--- config.mk ---
export PLATFORM = sky130hd
export DESIGN_NAME = hex_dump_formatter_unit
export DESIGN_NICKNAME = d
export VERILOG_FILES = /design/src/design/hdf_pkg.sv /design/src/design/hdf_front.sv /design/src/design/hdf_queue.sv /design/src/design/hdf_back.sv /design/src/design/hex_dump_formatter_unit.sv
export SDC_FILE = /design/constraint.sdc
export NUM_CORES = 1
export LEC_CHECK = 0
export ABC_AREA = 1
export BUFFER_PORTS_ARGS = -buffer_cell sky130_fd_sc_hd__buf_2
export CORE_ASPECT_RATIO = 2
export CORE_UTILIZATION = 33
export DETAILED_ROUTE_END_ITERATION = 8
export HOLD_SLACK_MARGIN = 0.15
export PLACE_DENSITY = 0.52
export RECOVER_POWER = 25
export SLEW_MARGIN = 15
export SYNTH_ARGS = -nofsm -noshare
export SYNTH_HDL_FRONTEND = slang
export SYNTH_SLANG_ARGS = --single-unit
export TNS_END_PERCENT = 10
--- constraint.sdc ---
create_clock -name clk -period 3.84 [get_ports clk]
set_clock_uncertainty 0.1 [all_clocks]
set_input_delay 0.384 -clock clk [delete_from_list [all_inputs] [get_ports clk]]
set_output_delay 0.384 -clock clk [all_outputs]
set_load 0.03 [all_outputs]
--- src/design/hdf_pkg.sv ---
// ----------------------------------------------------------------------------
// Hex dump formatter package
// Shared transfer types, queue sizing, character codes and the digit function.
// ----------------------------------------------------------------------------
package hdf_pkg;

	localparam int GROUP_BYTES = 4;
	localparam int BLOCK_BYTES = 16;
	localparam int LINE_BYTES  = 32;

	localparam int POS_W       = 5;
	localparam int QUEUE_DEPTH = 4;
	localparam int QPTR_W      = $clog2(QUEUE_DEPTH);
	localparam int STEP_W      = 6;

	localparam logic [7:0] CH_SPACE  = 8'h20;
	localparam logic [7:0] CH_LF     = 8'h0A;
	localparam logic [7:0] CH_ZERO   = 8'h30;
	localparam logic [7:0] CH_LETTER = 8'h41;

	typedef struct packed {
		logic [7:0] data_byte;
		logic       final_byte;
	} data_item_t;

	typedef struct packed {
		logic [7:0] out_char;
		logic       run_last;
		logic       dump_end;
	} text_item_t;

	typedef struct packed {
		logic [7:0] data_byte;
		logic       final_byte;
		logic       sep_line;
		logic       sep_block;
		logic       sep_group;
	} desc_t;

	typedef struct packed {
		logic  avail;
		logic  full;
		desc_t head;
	} queue_stat_t;

	function automatic logic [7:0] nibble_char(input logic [3:0] v);
		logic [7:0] ch;
		if (v < 4'd10) begin
			ch = CH_ZERO + {4'd0, v};
		end else begin
			ch = CH_LETTER + {4'd0, v - 4'd10};
		end
		return ch;
	endfunction

endpackage

--- src/design/hdf_front.sv ---
// ----------------------------------------------------------------------------
// Hex dump formatter front end
// Accepts input bytes, tracks the dump position and decides the separators.
// ----------------------------------------------------------------------------
module hdf_front (
	input  logic               clk,
	input  logic               arst_n,
	input  logic               data_valid,
	input  hdf_pkg::data_item_t data,
	input  logic               queue_full,
	output logic               push,
	output hdf_pkg::desc_t     desc
);
	import hdf_pkg::*;

	logic [POS_W-1:0] pos_q;
	logic             started_q;

	assign push = data_valid && !queue_full;

	always_comb begin
		desc.data_byte  = data.data_byte;
		desc.final_byte = data.final_byte;
		desc.sep_group  = started_q && ((pos_q % GROUP_BYTES) == 0);
		desc.sep_block  = started_q && ((pos_q % BLOCK_BYTES) == 0);
		desc.sep_line   = started_q && ((pos_q % LINE_BYTES) == 0);
	end

	always_ff @(posedge clk or negedge arst_n) begin
		if (!arst_n) begin
			pos_q     <= '0;
			started_q <= 1'b0;
		end else if (push) begin
			if (data.final_byte) begin
				pos_q     <= '0;
				started_q <= 1'b0;
			end else begin
				pos_q     <= pos_q + 1'b1;
				started_q <= 1'b1;
			end
		end
	end

endmodule

--- src/design/hdf_queue.sv ---
// ----------------------------------------------------------------------------
// Hex dump formatter queue
// Short first-in first-out buffer of classified bytes between front and back.
// ----------------------------------------------------------------------------
module hdf_queue (
	input  logic                  clk,
	input  logic                  arst_n,
	input  logic                  push,
	input  hdf_pkg::desc_t        wr_desc,
	input  logic                  pop,
	output hdf_pkg::queue_stat_t  stat
);
	import hdf_pkg::*;

	desc_t             entries_q [QUEUE_DEPTH];
	logic [QPTR_W-1:0] wr_ptr_q;
	logic [QPTR_W-1:0] rd_ptr_q;
	logic [QPTR_W:0]   count_q;

	always_comb begin
		stat.avail = (count_q != '0);
		stat.full  = (count_q == QUEUE_DEPTH[QPTR_W:0]);
		stat.head  = entries_q[rd_ptr_q];
	end

	always_ff @(posedge clk) begin
		if (push) begin
			entries_q[wr_ptr_q] <= wr_desc;
		end
	end

	always_ff @(posedge clk or negedge arst_n) begin
		if (!arst_n) begin
			wr_ptr_q <= '0;
			rd_ptr_q <= '0;
			count_q  <= '0;
		end else begin
			if (push) begin
				wr_ptr_q <= wr_ptr_q + 1'b1;
			end
			if (pop) begin
				rd_ptr_q <= rd_ptr_q + 1'b1;
			end
			unique case ({push, pop})
				2'b10:   count_q <= count_q + 1'b1;
				2'b01:   count_q <= count_q - 1'b1;
				default: count_q <= count_q;
			endcase
		end
	end

endmodule

--- src/design/hdf_back.sv ---
// ----------------------------------------------------------------------------
// Hex dump formatter back end
// Expands each classified byte into its characters, one per cycle while text_stall is low.
// ----------------------------------------------------------------------------
module hdf_back (
	input  logic                 clk,
	input  logic                 arst_n,
	input  hdf_pkg::queue_stat_t stat,
	output logic                 pop,
	output logic                 text_valid,
	input  logic                 text_stall,
	output hdf_pkg::text_item_t  text
);
	import hdf_pkg::*;

	logic [STEP_W-1:0] mask_q;
	logic [7:0]        data_q;
	logic              fin_q;
	logic              text_valid_q;
	text_item_t        text_q;

	logic [STEP_W-1:0] low;
	logic [STEP_W-1:0] rest;
	logic              advance;
	logic              emit;
	text_item_t        nxt;

	assign text_valid = text_valid_q;
	assign text       = text_q;

	always_comb begin
		low     = mask_q & (~mask_q + 1'b1);
		rest    = mask_q & ~low;
		advance = !text_valid_q || !text_stall;
		emit    = advance && (mask_q != '0);
		pop     = stat.avail && ((mask_q == '0) || (emit && (rest == '0)));

		nxt = '{out_char: CH_LF, run_last: 1'b1, dump_end: 1'b1};
		priority case (1'b1)
			low[0]:  nxt = '{out_char: CH_SPACE, run_last: 1'b0, dump_end: 1'b0};
			low[1]:  nxt = '{out_char: CH_SPACE, run_last: 1'b0, dump_end: 1'b0};
			low[2]:  nxt = '{out_char: CH_LF, run_last: 1'b0, dump_end: 1'b0};
			low[3]:  nxt = '{out_char: nibble_char(data_q[7:4]), run_last: 1'b0,
				dump_end: 1'b0};
			low[4]:  nxt = '{out_char: nibble_char(data_q[3:0]), run_last: !fin_q,
				dump_end: 1'b0};
			default: nxt = '{out_char: CH_LF, run_last: 1'b1, dump_end: 1'b1};
		endcase
	end

	always_ff @(posedge clk) begin
		if (emit) begin
			text_q <= nxt;
		end
		if (pop) begin
			data_q <= stat.head.data_byte;
			fin_q  <= stat.head.final_byte;
		end
	end

	always_ff @(posedge clk or negedge arst_n) begin
		if (!arst_n) begin
			mask_q       <= '0;
			text_valid_q <= 1'b0;
		end else begin
			if (pop) begin
				mask_q <= {stat.head.final_byte, 1'b1, 1'b1, stat.head.sep_line,
					stat.head.sep_block, stat.head.sep_group};
			end else if (emit) begin
				mask_q <= rest;
			end
			if (emit) begin
				text_valid_q <= 1'b1;
			end else if (advance) begin
				text_valid_q <= 1'b0;
			end
		end
	end

endmodule

--- src/design/hex_dump_formatter_unit.sv ---
// ----------------------------------------------------------------------------
// Hex dump formatter unit
// Renders a byte stream as upper-case hex text with group and line spacing.
// ----------------------------------------------------------------------------
// Bytes arrive on the data channel (data_valid, data_stall, data) and each
// transfer carries one byte and a flag that marks the last byte of a dump.
// Characters leave on the text channel (text_valid, text_stall, text), one
// character per transfer, flagged on the last character of each byte and on
// the closing line feed of a dump.
// A byte yields two to six characters; the single output register sets the
// rate at one character per cycle while text_stall is low. The first
// character of a byte that meets an idle back end passes through the queue,
// the character mask register and the output register. A four-entry queue
// sits between the front end and the character sequencer, so bytes keep
// being taken while text waits. When text_stall is high the presented
// character holds; once the queue is full, data_stall rises. Reset empties
// the queue, drops text_valid and starts a new dump at position zero.
// ----------------------------------------------------------------------------
module hex_dump_formatter_unit (
	input  logic                clk,
	input  logic                arst_n,
	input  logic                data_valid,
	output logic                data_stall,
	input  hdf_pkg::data_item_t data,
	output logic                text_valid,
	input  logic                text_stall,
	output hdf_pkg::text_item_t text
);
	import hdf_pkg::*;

	logic        push;
	logic        pop;
	desc_t       desc;
	queue_stat_t stat;

	assign data_stall = stat.full;

	hdf_front u_front (
		.clk        (clk),
		.arst_n     (arst_n),
		.data_valid (data_valid),
		.data       (data),
		.queue_full (stat.full),
		.push       (push),
		.desc       (desc)
	);

	hdf_queue u_queue (
		.clk     (clk),
		.arst_n  (arst_n),
		.push    (push),
		.wr_desc (desc),
		.pop     (pop),
		.stat    (stat)
	);

	hdf_back u_back (
		.clk        (clk),
		.arst_n     (arst_n),
		.stat       (stat),
		.pop        (pop),
		.text_valid (text_valid),
		.text_stall (text_stall),
		.text       (text)
	);

endmodule

; Word-level counts from Yosys, hierarchy flattened
; Memory sizes are Yosys's and may differ from the RTL's.
; Cells that the tools add are included.
[word_totals]
n_memories = 1
ff_bits = 39
mem_bits_rw = 48
output_inout_bits = 12
[op_classes]
eq_ne = 3
n_bitwise = 4
mux = 14
n_reduce_logical = 26
magnitude_cmp = 2
add_sub_neg = 12
[memory_table]
columns = name, words, width, rd, rd_clocked_by_memory_dff, write_ports, line_no
row1 = u_queue.entries_q, 4, 12, 1, 0, 1, hdf_queue.sv:15  ; desc_t entries_q [QUEUE_DEPTH];
[op_table]
columns = cell, count
row1 = $logic_not A32 Y1, 3
row2 = $mux W8, 3
row3 = $mux W10, 2
row4 = $add A7 B4 Y8 const A, 2
row5 = $add A6 B4 Y7 const A, 2
row6 = $and A6 B6 Y6, 2
row7 = $logic_not A6 Y1, 2
row8 = $mux W6, 2
row9 = $not A6 Y6, 2
row10 = $lt A4 B4 Y1 const B, 2
row11 = $sub A4 B4 Y4 const B, 2
row12 = $logic_and A1 B1 Y1, 7
row13 = $add A6 B1 Y6 const B, 1
row14 = $pmux W3 S2, 1
row15 = $reduce_bool A2 Y1, 3
row16 = $reduce_bool A6 Y1, 1
row17 = $add A5 B1 Y5 const B, 1
row18 = $mux W1, 5
row19 = $mux W5, 1
row20 = $add A2 B1 Y2 const B, 2
row21 = $logic_not A1 Y1, 4
row22 = $reduce_or A4 Y1, 1
row23 = $add A3 B1 Y3 const B, 1
row24 = $eq A3 B3 Y1 const B, 1
row25 = 7 further kinds, 8

; Longest topological paths before layout
; Gate-level depths: netlist of the first run.
[depth]
ltp_word = 11
depth_mapped = 12
mapped_depth_nobuf = 12

; Modules after synthesis
; Synthesis of the first run repeated with hierarchy kept, for this count alone.
[hier_totals]
hier_cells = 374
area_unflattened_um2 = 4112.7
[by_module_without_submodules]
columns = module, n_inst, cells_per_inst, area_per_inst_um2
row1 = hdf_queue, 1, 189, 2352.3
row2 = hdf_back, 1, 131, 1340.0
row3 = hdf_front, 1, 54, 420.4

; Least setup slack after synthesis of the first run
; No wires, ideal clock.
[synth_timing]
path_type = reg2reg
from = register u_back.text_valid_q, in the netlist u_back.text_valid
to = register u_queue.count_q[1]
synth_period_minus_slack_ns = 2.453
t_arrival_ns = 2.228
path_stages_with_launch = 11
path_slack_ns = 1.387
cell_sequence = dfrtp_1 > nand2_1 > nand2_1 > nor2_1 > nand3_2 > nand2_4 > nand2_4 > inv_1 > ha_1 > fa_1 > mux2_2
[synth_between]
elab_chain_cells = 8
elab_cells_between_ends = 10
[synth_rtl]
columns = element, line_no
row1 = from (decl), hdf_back.sv:19  ; logic text_valid_q;
row2 = from (signal assigned), hdf_back.sv:64  ; text_valid_q <= 1'b0;
row3 = from (signal assigned), hdf_back.sv:73  ; text_valid_q <= 1'b1;
row4 = from (signal assigned), hdf_back.sv:75  ; text_valid_q <= 1'b0;
row5 = $logic_not A1 Y1 *, hdf_back.sv:34  ; advance = !text_valid_q || !text_stall;
row6 = $logic_or A1 B1 Y1 *, hdf_back.sv:34
row7 = $logic_and A1 B1 Y1 *, hdf_back.sv:35  ; emit = advance && (mask_q != '0);
row8 = $logic_and A1 B1 Y1 *, hdf_back.sv:36  ; pop = stat.avail && ((mask_q == '0) || (emit && (rest == '0)));
row9 = $logic_or A1 B1 Y1 *, hdf_back.sv:36
row10 = $logic_and A1 B1 Y1 *, hdf_back.sv:36
row11 = net pop, hex_dump_formatter_unit.sv:32  ; logic pop;
row12 = $eq A2 B1 Y1 or $eq A2 B2 Y1 (tied branches), hdf_queue.sv:44  ; unique case ({push, pop})
row13 = $pmux W3 S2 or $reduce_bool A2 Y1 (tied branches), n/a
row14 = to (signal assigned), hdf_queue.sv:45  ; 2'b10: count_q <= count_q + 1'b1;
row15 = to (signal assigned), hdf_queue.sv:46  ; 2'b01: count_q <= count_q - 1'b1;
row16 = to (signal assigned), hdf_queue.sv:47  ; default: count_q <= count_q;
row17 = to (decl), hdf_queue.sv:18  ; logic [QPTR_W:0] count_q;
; The timed path passes the listed nets; every way through them passes the cells marked *.
; A chain may end at the register's enable or synchronous reset.

; Final worst setup path of the first run
[layout_timing]
from = register u_back.mask_q[0]
to = register u_queue.count_q[1]
[layout_between]
elab_chain_cells = 11
elab_cells_between_ends = 16
[layout_rtl]
columns = element, line_no
row1 = from (decl), hdf_back.sv:16  ; logic [STEP_W-1:0] mask_q;
row2 = from (signal assigned), hdf_back.sv:67  ; mask_q <= {stat.head.final_byte, 1'b1, 1'b1, stat.head.sep_line,
row3 = from (signal assigned), hdf_back.sv:70  ; mask_q <= rest;
row4 = $not A6 Y6, hdf_back.sv:32  ; low = mask_q & (~mask_q + 1'b1);
row5 = $add A6 B1 Y6, hdf_back.sv:32
row6 = $and A6 B6 Y6, hdf_back.sv:32
row7 = $not A6 Y6, hdf_back.sv:33  ; rest = mask_q & ~low;
row8 = $and A6 B6 Y6, hdf_back.sv:33
row9 = $logic_not A6 Y1, hdf_back.sv:36
row10 = $logic_and A1 B1 Y1, hdf_back.sv:36
row11 = $logic_or A1 B1 Y1 *, hdf_back.sv:36
row12 = $logic_and A1 B1 Y1 *, hdf_back.sv:36
row13 = net pop, hex_dump_formatter_unit.sv:32
row14 = $eq A2 B1 Y1 or $eq A2 B2 Y1 (tied branches), hdf_queue.sv:44
row15 = $pmux W3 S2 or $reduce_bool A2 Y1 (tied branches), n/a
; Marked as above.

==> impl_metrics.toml, run 1 <==
[outcome]
status = "complete, no violations"

[clock_network]
cts_root_buf = "clkbuf_16"
numClockSinks = 86
post_cts_buffers = 0
cts_tree = "done"
cts_max_level = 3
clkLatencyLatePin_ns = 0.33
cts_buffers = 9
cts.repair.resized = 0
clock_path_buffers = 2
cts_hold_buffers = 1
cts.clk_slew.worst_paths_ns = 0.06

[sta]
rsz0062_at_grt = "false"
worst_hold_slack_ns = 0.219
fmax_mhz = 377
fin_crit_ns = 2.65
setup_violations = 0
fin_crit_sh_pct = 69.0
tns_ns = 0
hold_viol = 0
fin_ws_ns = 1.19
drv_slew = 0
relSlewSlack_pct = 23.0
tightest_slew_ns = 1.16

[power_and_ir_drop]
worst_ir_drop_vdd_uv = 339
p_sw_mw = 1.49
swShare_pct = 37.8
power_density_nw_per_um2 = 886
seqPwrFrac_pct = 40.0
leakage_nw = 1.77
p_clk_share_pct = 23.5
power.internal_mw = 2.44
p_comb_share_pct = 36.5

[synth]
yosys_warnings = 0
syn-num-nets = 351
ys_ff_latch = 86
synth_area_um2 = 3830
synth-main-ff-cell = "edfxtp_1"
synth_area_leaders = "edfxtp_1 52%, dfrtp_1 13%, o21ai_0 5.1%"
yosysTopAreaCell = "edfxtp_1"
syn_area_per_cell_um2 = 11.8
synth_top_area_share_pct = 51.7
synthCells = 326
async_reset_ff_share_pct = 23.3
seq_area_frac_synth_pct = 64.8
yosysUniqueCellTypes = 33
synth_edf_count = 66

[global_routing]
grt_pass1_wl_mm = 11.2
grt_max_degree = 28
track_usage_pct = 12.5
antenna_found_initial = 0
grt_pass1_vias = 2357
overflow = 0

[place]
gp_congestion = 0.801
dp_cells = 488
io_buffers = 23
dp_hpwl_mm = 4.97
post-place-ws_ns = 1.17

[worst_hold_path]
hp-class = "input port to register"

[critical_path]
cp_max_fo = 10
cp_slowest_cell = "dfrtp_1"
cp_common_cell = "nand2_4"
cp_top_family = "adder cells"
cp_cell_sequence = "nor2_8 > nand3_2 > nand2_4 > nand2_4 > inv_1 > ha_1 > fa_1 > mux2_2"
critPathArrivalTime_ns = 2.77
r2r_setup_slack_ns = 1.19
criticalPathCategory = "register to register"
end_kind = "register"
critPathBufInv = 1
start_kind = "register"
slowest_delay_ns = 0.45
cp.required_ns = 3.96

[route]
drt_iter0_markers = 87
vias_per_cell = 4.79
avgRoutedWirePerCell_um = 13.9
vias = 2420
ant_nets = 0
drcViolationCount = 0
firstDrtPassIters = 4
wirelength_mm = 7.01

[cells_and_area]
final_nets = 383
mostFrequentLayoutCells = "66 x edfxtp_1, 41 x nand2_1, 39 x o21ai_0, 34 x nor2_1, 30 x inv_1"
n_fill_cell = 1118
final_common_cell = "edfxtp_1"
stdcell_count = 505
utilization_pct = 39.3
drive_gt1_share_pct = 15.7
area_growth_pct = 15.8
antenna_cells = 0

[die]
die_y_um = 154
die_width_um = 78.2
dieArea_um2 = 12100
coreArea_um2 = 11300
initial_utilization_pct = 34.0
row_count = 55
io_pins = 25

[flow_run]
cap_violations = 0
## flip-flops by register name, summed over array words and instances, names as in the netlist
name	cells
u_back.fin_q	1
u_queue.rd_ptr_q	2
u_front.started_q	1
u_back.data_q	8
u_queue.count_q	3
u_front.pos_q	5
u_queue.wr_ptr_q	2
u_back.mask_q	6
u_queue.entries_q	48
u_back.text	9
u_back.text_valid	1
## power by group through the flow
stage | Clock (mW) | Sequential [mW] | Combinational [mW]
3_5_place_dp | 0 | 1.59 | 1.45
3_3_place_gp | 0 | 1.59 | 1.43
4_1_cts | 0.945 | 1.58 | 1.46
5_1_grt | 0.985 | 1.61 | 1.60
2_1_floorplan | 0 | 1.66 | 1.00
6_report | 0.922 | 1.57 | 1.43
## logic make-up after synthesis
| logic type | after synthesis | share of synthesized area [%] |
|---|---|---|
| simple gates | 113 | 15.2 |
| flops | 86 | 64.8 |
| compound gates | 62 | 8.91 |
| buf+inv | 42 | 4.51 |
| fa+ha+maj | 12 | 4.11 |
| xor+xnor | 9 | 2.06 |
| other cells | 1 | 0.0978 |
| mux | 1 | 0.294 |
## layer usage
metal | global-route usage [%] | routed length (um) | part of all wire, % | up-vias
met1 | 12.1 | 2690 | 38 | 1175
met5 | 0 | 0 | 0 | -
met2 | 23.6 | 3960 | 57 | 38
met3 | 2.65 | 151 | 2.2 | 15
li1 | - | - | - | 1192
met4 | 6.79 | 200 | 2.9 | 0
## worst register-to-register path: cells and delay by family (launching register included)
kind,cells,cell delay [ns]
fa+ha+maj,2,0.71
buf+inv,1,0.32
flops,1,0.45
mux,1,0.27
simple gates,4,0.70
## layout make-up
| cell class | instances | area [um^2] | area share [%] |
|---|---|---|---|
| clock inverter | 7 | 97.6 | 2.20 |
| tap | 142 | 178 | 4.00 |
| inverter | 34 | 128 | 2.88 |
| sequential | 86 | 2480 | 55.9 |
| multi-input combinational | 198 | 1180 | 26.5 |
| clock buffer | 9 | 225 | 5.07 |
| timing repair buffer | 29 | 150 | 3.38 |
## cell usage after synthesis, types with 3 or more instances
cell      number
a21oi_1        4
buf_2          3
buf_4          3
dfrtp_1       20
edfxtp_1      66
ha_1          11
inv_1         30
inv_2          4
nand2_1       41
nand2_4        4
nand3_1       15
nand3_2        3
nor2_1        34
nor2_2         4
o211ai_1       4
o21ai_0       39
o22ai_1       13
xnor2_1        3
xor2_1         6
## metrics by stage
step | power, mW | instance area [um^2]
after floorplan | 2.66 | 3830
after global placement | 3.01 | 4120
after detailed placement | 3.05 | 4120
after CTS | 3.98 | 4450
after global routing | 4.19 | 4440
final | 3.93 | 4440
## worst paths after layout
check,endpoint,startpoint,cells after the start
worst max register to register,u_queue.count_q[1],u_back.mask_q[0],8
worst min-delay path,u_queue.entries_q[0][9],data[6],1
max in group asynchronous,u_back.mask_q[3],arst_n,2
worst min register to register,u_front.started_q,u_front.started_q,2
min in group asynchronous,u_back.text_valid,arst_n,2
worst max-delay path,u_queue.count_q[1],u_back.mask_q[0],8
No activity file was read; power rests on OpenSTA's default activity.
==> run 2, diff against run 1 <==
--- a/config.mk
+++ b/config.mk
@@ -11,7 +11,7 @@
 export CORE_UTILIZATION = 33
 export DETAILED_ROUTE_END_ITERATION = 8
 export HOLD_SLACK_MARGIN = 0.15
-export PLACE_DENSITY = 0.52
+export PLACE_DENSITY = 0.53
 export RECOVER_POWER = 25
 export SLEW_MARGIN = 15
 export SYNTH_ARGS = -nofsm -noshare
==> constraint.sdc (replaced) <==
create_clock -name clk -period 2.3 [get_ports clk]
set_clock_uncertainty 0.1 [all_clocks]
set_input_delay 0.23 -clock clk [delete_from_list [all_inputs] [get_ports clk]]
set_output_delay 0.23 -clock clk [all_outputs]
set_load 0.03 [all_outputs]
==> impl_metrics.toml, run 2 (synthesized netlist as in run 1, its figures left out) <==
[route]
drt_iter0_markers = 118
ant_nets = 0
vias_per_cell = 4.79
firstDrtPassIters = 4
wirelength_mm = 7.30
vias = 2513
avgRoutedWirePerCell_um = 13.9
drcViolationCount = 0

[clock_network]
cts_buffers = 9
numClockSinks = 86
cts_tree = "done"
cts_root_buf = "clkbuf_16"
clkLatencyLatePin_ns = 0.34
cts.clk_slew.worst_paths_ns = 0.07
clock_path_buffers = 2
post_cts_buffers = 0
cts_max_level = 3

[flow_run]
cap_violations = 0

[sta]
relSlewSlack_pct = 26.9
tightest_slew_ns = 1.10
drv_slew = 0
hold_viol = 0
setup_violations = 0
fin_crit_ns = 2.21
fmax_mhz = 452
tns_ns = 0
rsz0062_at_grt = "false"
fin_crit_sh_pct = 96.1

[die]
coreArea_um2 = 11300
row_count = 55
initial_utilization_pct = 34.0
io_pins = 25
dieArea_um2 = 12100
die_width_um = 78.2
die_y_um = 154

[cells_and_area]
mostFrequentLayoutCells = "66 x edfxtp_1, 40 x nand2_1, 39 x o21ai_0, 34 x nor2_1, 28 x inv_1"
final_area_um2 = 4620
final_common_cell = "edfxtp_1"
antenna_cells = 0
drive_gt1_share_pct = 19.8
largest_reg_flops = 48
area_growth_pct = 20.7
top_register = "u_queue.entries_q"
stdcell_count = 525
final_nets = 403

[critical_path]
cp_cell_sequence = "nor2_4 > nand3_2 > nand2_1 > inv_2 > nor2_8 > nand2_4 > clkinvlp_4 > ha_4 > fa_2 > mux2_2"
cp_slowest_cell = "dfrtp_1"
end_kind = "register"
cp_max_fo = 5
slowest_delay_ns = 0.43
criticalPathCategory = "register to register"
cp.required_ns = 2.43
critPathArrivalTime_ns = 2.34
start_kind = "register"

[power_and_ir_drop]
leakage_nw = 1.84
totalPowerFinal_mw = 6.67
power_density_nw_per_um2 = 1440
worst_ir_drop_vdd_uv = 487

[place]
dpl_cell_area_um2 = 4230
dp_hpwl_mm = 5.27
io_buffers = 23
gp_congestion = 0.835
dp_cells = 498

[global_routing]
antenna_found_initial = 0
track_usage_pct = 13.0
grt_pass1_vias = 2488
grt_max_degree = 27
overflow = 0
grt_pass1_wl_mm = 11.6

[worst_hold_path]
hp-class = "input port to register"

[outcome]
status = "complete, no violations"
run 2: repair_timing:
action / CTS / global route
hold buffers: 11 / 0
gates resized for setup: 0 / 4
hold endpoints to repair: 57 / 0
endpoints found under the setup margin: 0 / 2
run 2: layout make-up:
cell class	instances	area, um^2
tap	142	178
clock inverter	7	65.1
multi-input combinational	198	1210
timing repair buffer	49	327
sequential	86	2490
inverter	34	131
fill	1127	6660
clock buffer	9	225
run 2: worst paths after layout:
kind / from / endpoint / slack, ns / cells after the start
max: u_back.mask_q[2] / u_queue.count_q[1] / 0.09 / 10
min: data_valid / u_queue.wr_ptr_q[1] / 0.19 / 5
max reg2reg: u_back.mask_q[2] / u_queue.count_q[1] / 0.09 / 10
min reg2reg: u_front.started_q / u_front.started_q / 0.37 / 2
max in group asynchronous: arst_n / u_back.mask_q[0] / 0.85 / 2
min in group asynchronous: arst_n / u_queue.count_q[2] / 0.51 / 2
run 2: power breakdown:
| part | switching, mW | internal (mW) |
|---|---|---|
| Combinational | 1.68 | 0.952 |
| Clock | 0.643 | 0.760 |
| Sequential | 0.289 | 2.34 |
run 2: stage by stage:
| stage | setup slack (ns) | hold WS [ns] | util, % |
|---|---|---|---|
| global placement | 0.129 | 0.111 | 37.5 |
| floorplan | 0.0146 | -0.166 | - |
| CTS | 0.0799 | 0.185 | 41.0 |
| detailed placement | 0.101 | 0.112 | 37.5 |
| finish | 0.0897 | 0.191 | 41.0 |
| global route | 0.00762 | 0.235 | 41.0 |
run 2: worst max-delay path: cells and delay by family (launching register included):
| family | cells | cell delay, ns |
|---|---|---|
| flip-flops | 1 | 0.43 |
| adder cells (fa/ha/maj) | 2 | 0.56 |
| buffers and inverters | 2 | 0.16 |
| multiplexers | 1 | 0.26 |
| AND/OR/NAND/NOR | 5 | 0.59 |
run 2: metal layers:
layer	part of all wire, %	wire length (um)	track usage (%)	vias up
met4	3.7	270	7.58	0
met3	2.3	167	3.19	18
met5	0	0	0	-
met2	59	4330	25.6	38
met1	35	2540	11.4	1217
li1	-	-	-	1240
==> run 3, diff against run 2 <==
--- a/config.mk
+++ b/config.mk
@@ -11,8 +11,8 @@
 export CORE_UTILIZATION = 33
 export DETAILED_ROUTE_END_ITERATION = 8
 export HOLD_SLACK_MARGIN = 0.15
-export PLACE_DENSITY = 0.53
 export RECOVER_POWER = 25
+export REMOVE_ABC_BUFFERS = 1
 export SLEW_MARGIN = 15
 export SYNTH_ARGS = -nofsm -noshare
 export SYNTH_HDL_FRONTEND = slang
==> impl_metrics.toml, run 3 (synthesized netlist as in run 1, its figures left out) <==
[place]
gp_congestion = 0.822
post-place-ws_ns = -0.0235
dp_hpwl_mm = 4.98
dp_cells = 500
dpl_cell_area_um2 = 4210
io_buffers = 23

[route]
drcViolationCount = 0
vias = 2468
ant_nets = 0
wirelength_mm = 6.73
vias_per_cell = 4.67
avgRoutedWirePerCell_um = 12.7
firstDrtPassIters = 4
drt_iter0_markers = 99

[sta]
relSlewSlack_pct = 23.9
drv_slew = 0
fin_crit_sh_pct = 95.6
tightest_slew_ns = 1.14
fmax_mhz = 455
setup_violations = 0
hold_viol = 0
fin_ws_ns = 0.101
fin_crit_ns = 2.20
rsz0062_at_grt = "true"

[cells_and_area]
antenna_cells = 0
final_common_cell = "edfxtp_1"
multi_input_area_um2 = 1190
drive_gt1_share_pct = 19.9
n_fill_cell = 1076
seq_area_um2 = 2480
largest_reg_flops = 48
final_nets = 406
final_area_um2 = 4680
mostFrequentLayoutCells = "66 x edfxtp_1, 41 x nand2_1, 39 x o21ai_0, 34 x nor2_1, 29 x inv_1"
utilization_pct = 41.5
area_growth_pct = 22.1
top_register = "u_queue.entries_q"
stdcell_count = 528

[critical_path]
regToRegEndpoint = "u_queue.count_q[1]"
start_kind = "register"
cp_max_fo = 7
reg2regPathDepth = 10
cp.required_ns = 2.41
r2r_setup_slack_ns = 0.10
critPathArrivalTime_ns = 2.31
end_kind = "register"
timing.rr.start = "u_back.mask_q[0]"
criticalPathCategory = "register to register"

[clock_network]
cts_max_level = 3
cts_tree = "done"
cts.clk_slew.worst_paths_ns = 0.06
clock_path_buffers = 2
cts_root_buf = "clkbuf_16"
numClockSinks = 86
clkLatencyLatePin_ns = 0.33
cts_buffers = 9

[global_routing]
grt_max_degree = 27
track_usage_pct = 12.3
antenna_found_initial = 0
grt_pass1_vias = 2400
overflow = 0
grt_pass1_wl_mm = 11.1

[outcome]
status = "complete, no violations"

[die]
die_width_um = 78.2
die_y_um = 154
initial_utilization_pct = 34.0
coreArea_um2 = 11300
io_pins = 25
dieArea_um2 = 12100
row_count = 55

[worst_hold_path]
hold_depth = 5
hold_end = "u_queue.wr_ptr_q[1]"
hp-class = "input port to register"
hp-start = "data_valid"

[power_and_ir_drop]
power_density_nw_per_um2 = 1470
leakage_nw = 1.89
worst_ir_drop_vdd_uv = 648
totalPowerFinal_mw = 6.89

[flow_run]
cap_violations = 0
==> run 3: worst max path at each step <==
| stage | cells after the start | slack, ns | from | end |
|---|---|---|---|---|
| floorplan | 10 | -0.15 | u_back.text_valid | u_queue.count_q[1] |
| global placement | 10 | 0.05 | u_back.mask_q[0] | u_queue.count_q[1] |
| CTS | 10 | 0.02 | u_back.mask_q[1] | u_queue.count_q[1] |
| finish | 10 | 0.10 | u_back.mask_q[0] | u_queue.count_q[1] |
| global route | 10 | -0.02 | u_back.mask_q[0] | u_queue.count_q[1] |
| detailed placement | 10 | -0.02 | u_back.mask_q[0] | u_queue.count_q[1] |
==> run 3: layer usage <==
layer | GRT usage, % | share of wire, % | up-vias
li1 | - | - | 1244
met1 | 11.0 | 36 | 1168
met2 | 23.6 | 58 | 40
met3 | 2.71 | 2.4 | 16
met4 | 8.38 | 3.7 | 0
met5 | 0 | 0 | -
==> run 3: metrics by stage <==
stage / setup TNS [ns] / hold WS [ns]
detailed placement: -0.0235 / 0.116
CTS: 0 / 0.183
global route: -0.0187 / 0.218
floorplan: -0.239 / -0.166
finish: 0 / 0.191
global placement: 0 / 0.105
==> run 3: critical path, stage by stage, from the launching register on <==
cell	delay [ns]
dfrtp_2	0.45
nor2_8	0.20
nor2_2	0.07
nor2_1	0.11
nand3_2	0.10
nand2_4	0.09
nand2_4	0.06
inv_2	0.07
ha_4	0.13
fa_1	0.41
mux2_2	0.28
==> run 3: layout make-up <==
type                       count  area share [%]
clock buffer                   9            4.81
clock inverter                 7            2.67
inverter                      34            2.73
multi-input combinational    198            25.4
sequential                    86            53.1
tap                          142            3.80
timing repair buffer          52            7.44
==> run 3: power breakdown <==
group	total (mW)	internal [mW]	switching (mW)
Combinational	2.66	0.976	1.69
Sequential	2.57	2.34	0.227
Clock	1.66	1.08	0.586
Total	6.89	4.39	2.50
==> run 3: repair_timing <==
| action | CTS | global route |
|---|---|---|
| endpoints found under the setup margin | 1 | 2 |
| gates resized for setup | 2 | 3 |
| pin swaps | 2 | 1 |
| gates cloned | 0 | 0 |
| setup buffers | 2 | 0 |
| hold buffers | 10 | 0 |
| hold endpoints to repair | 56 | 0 |
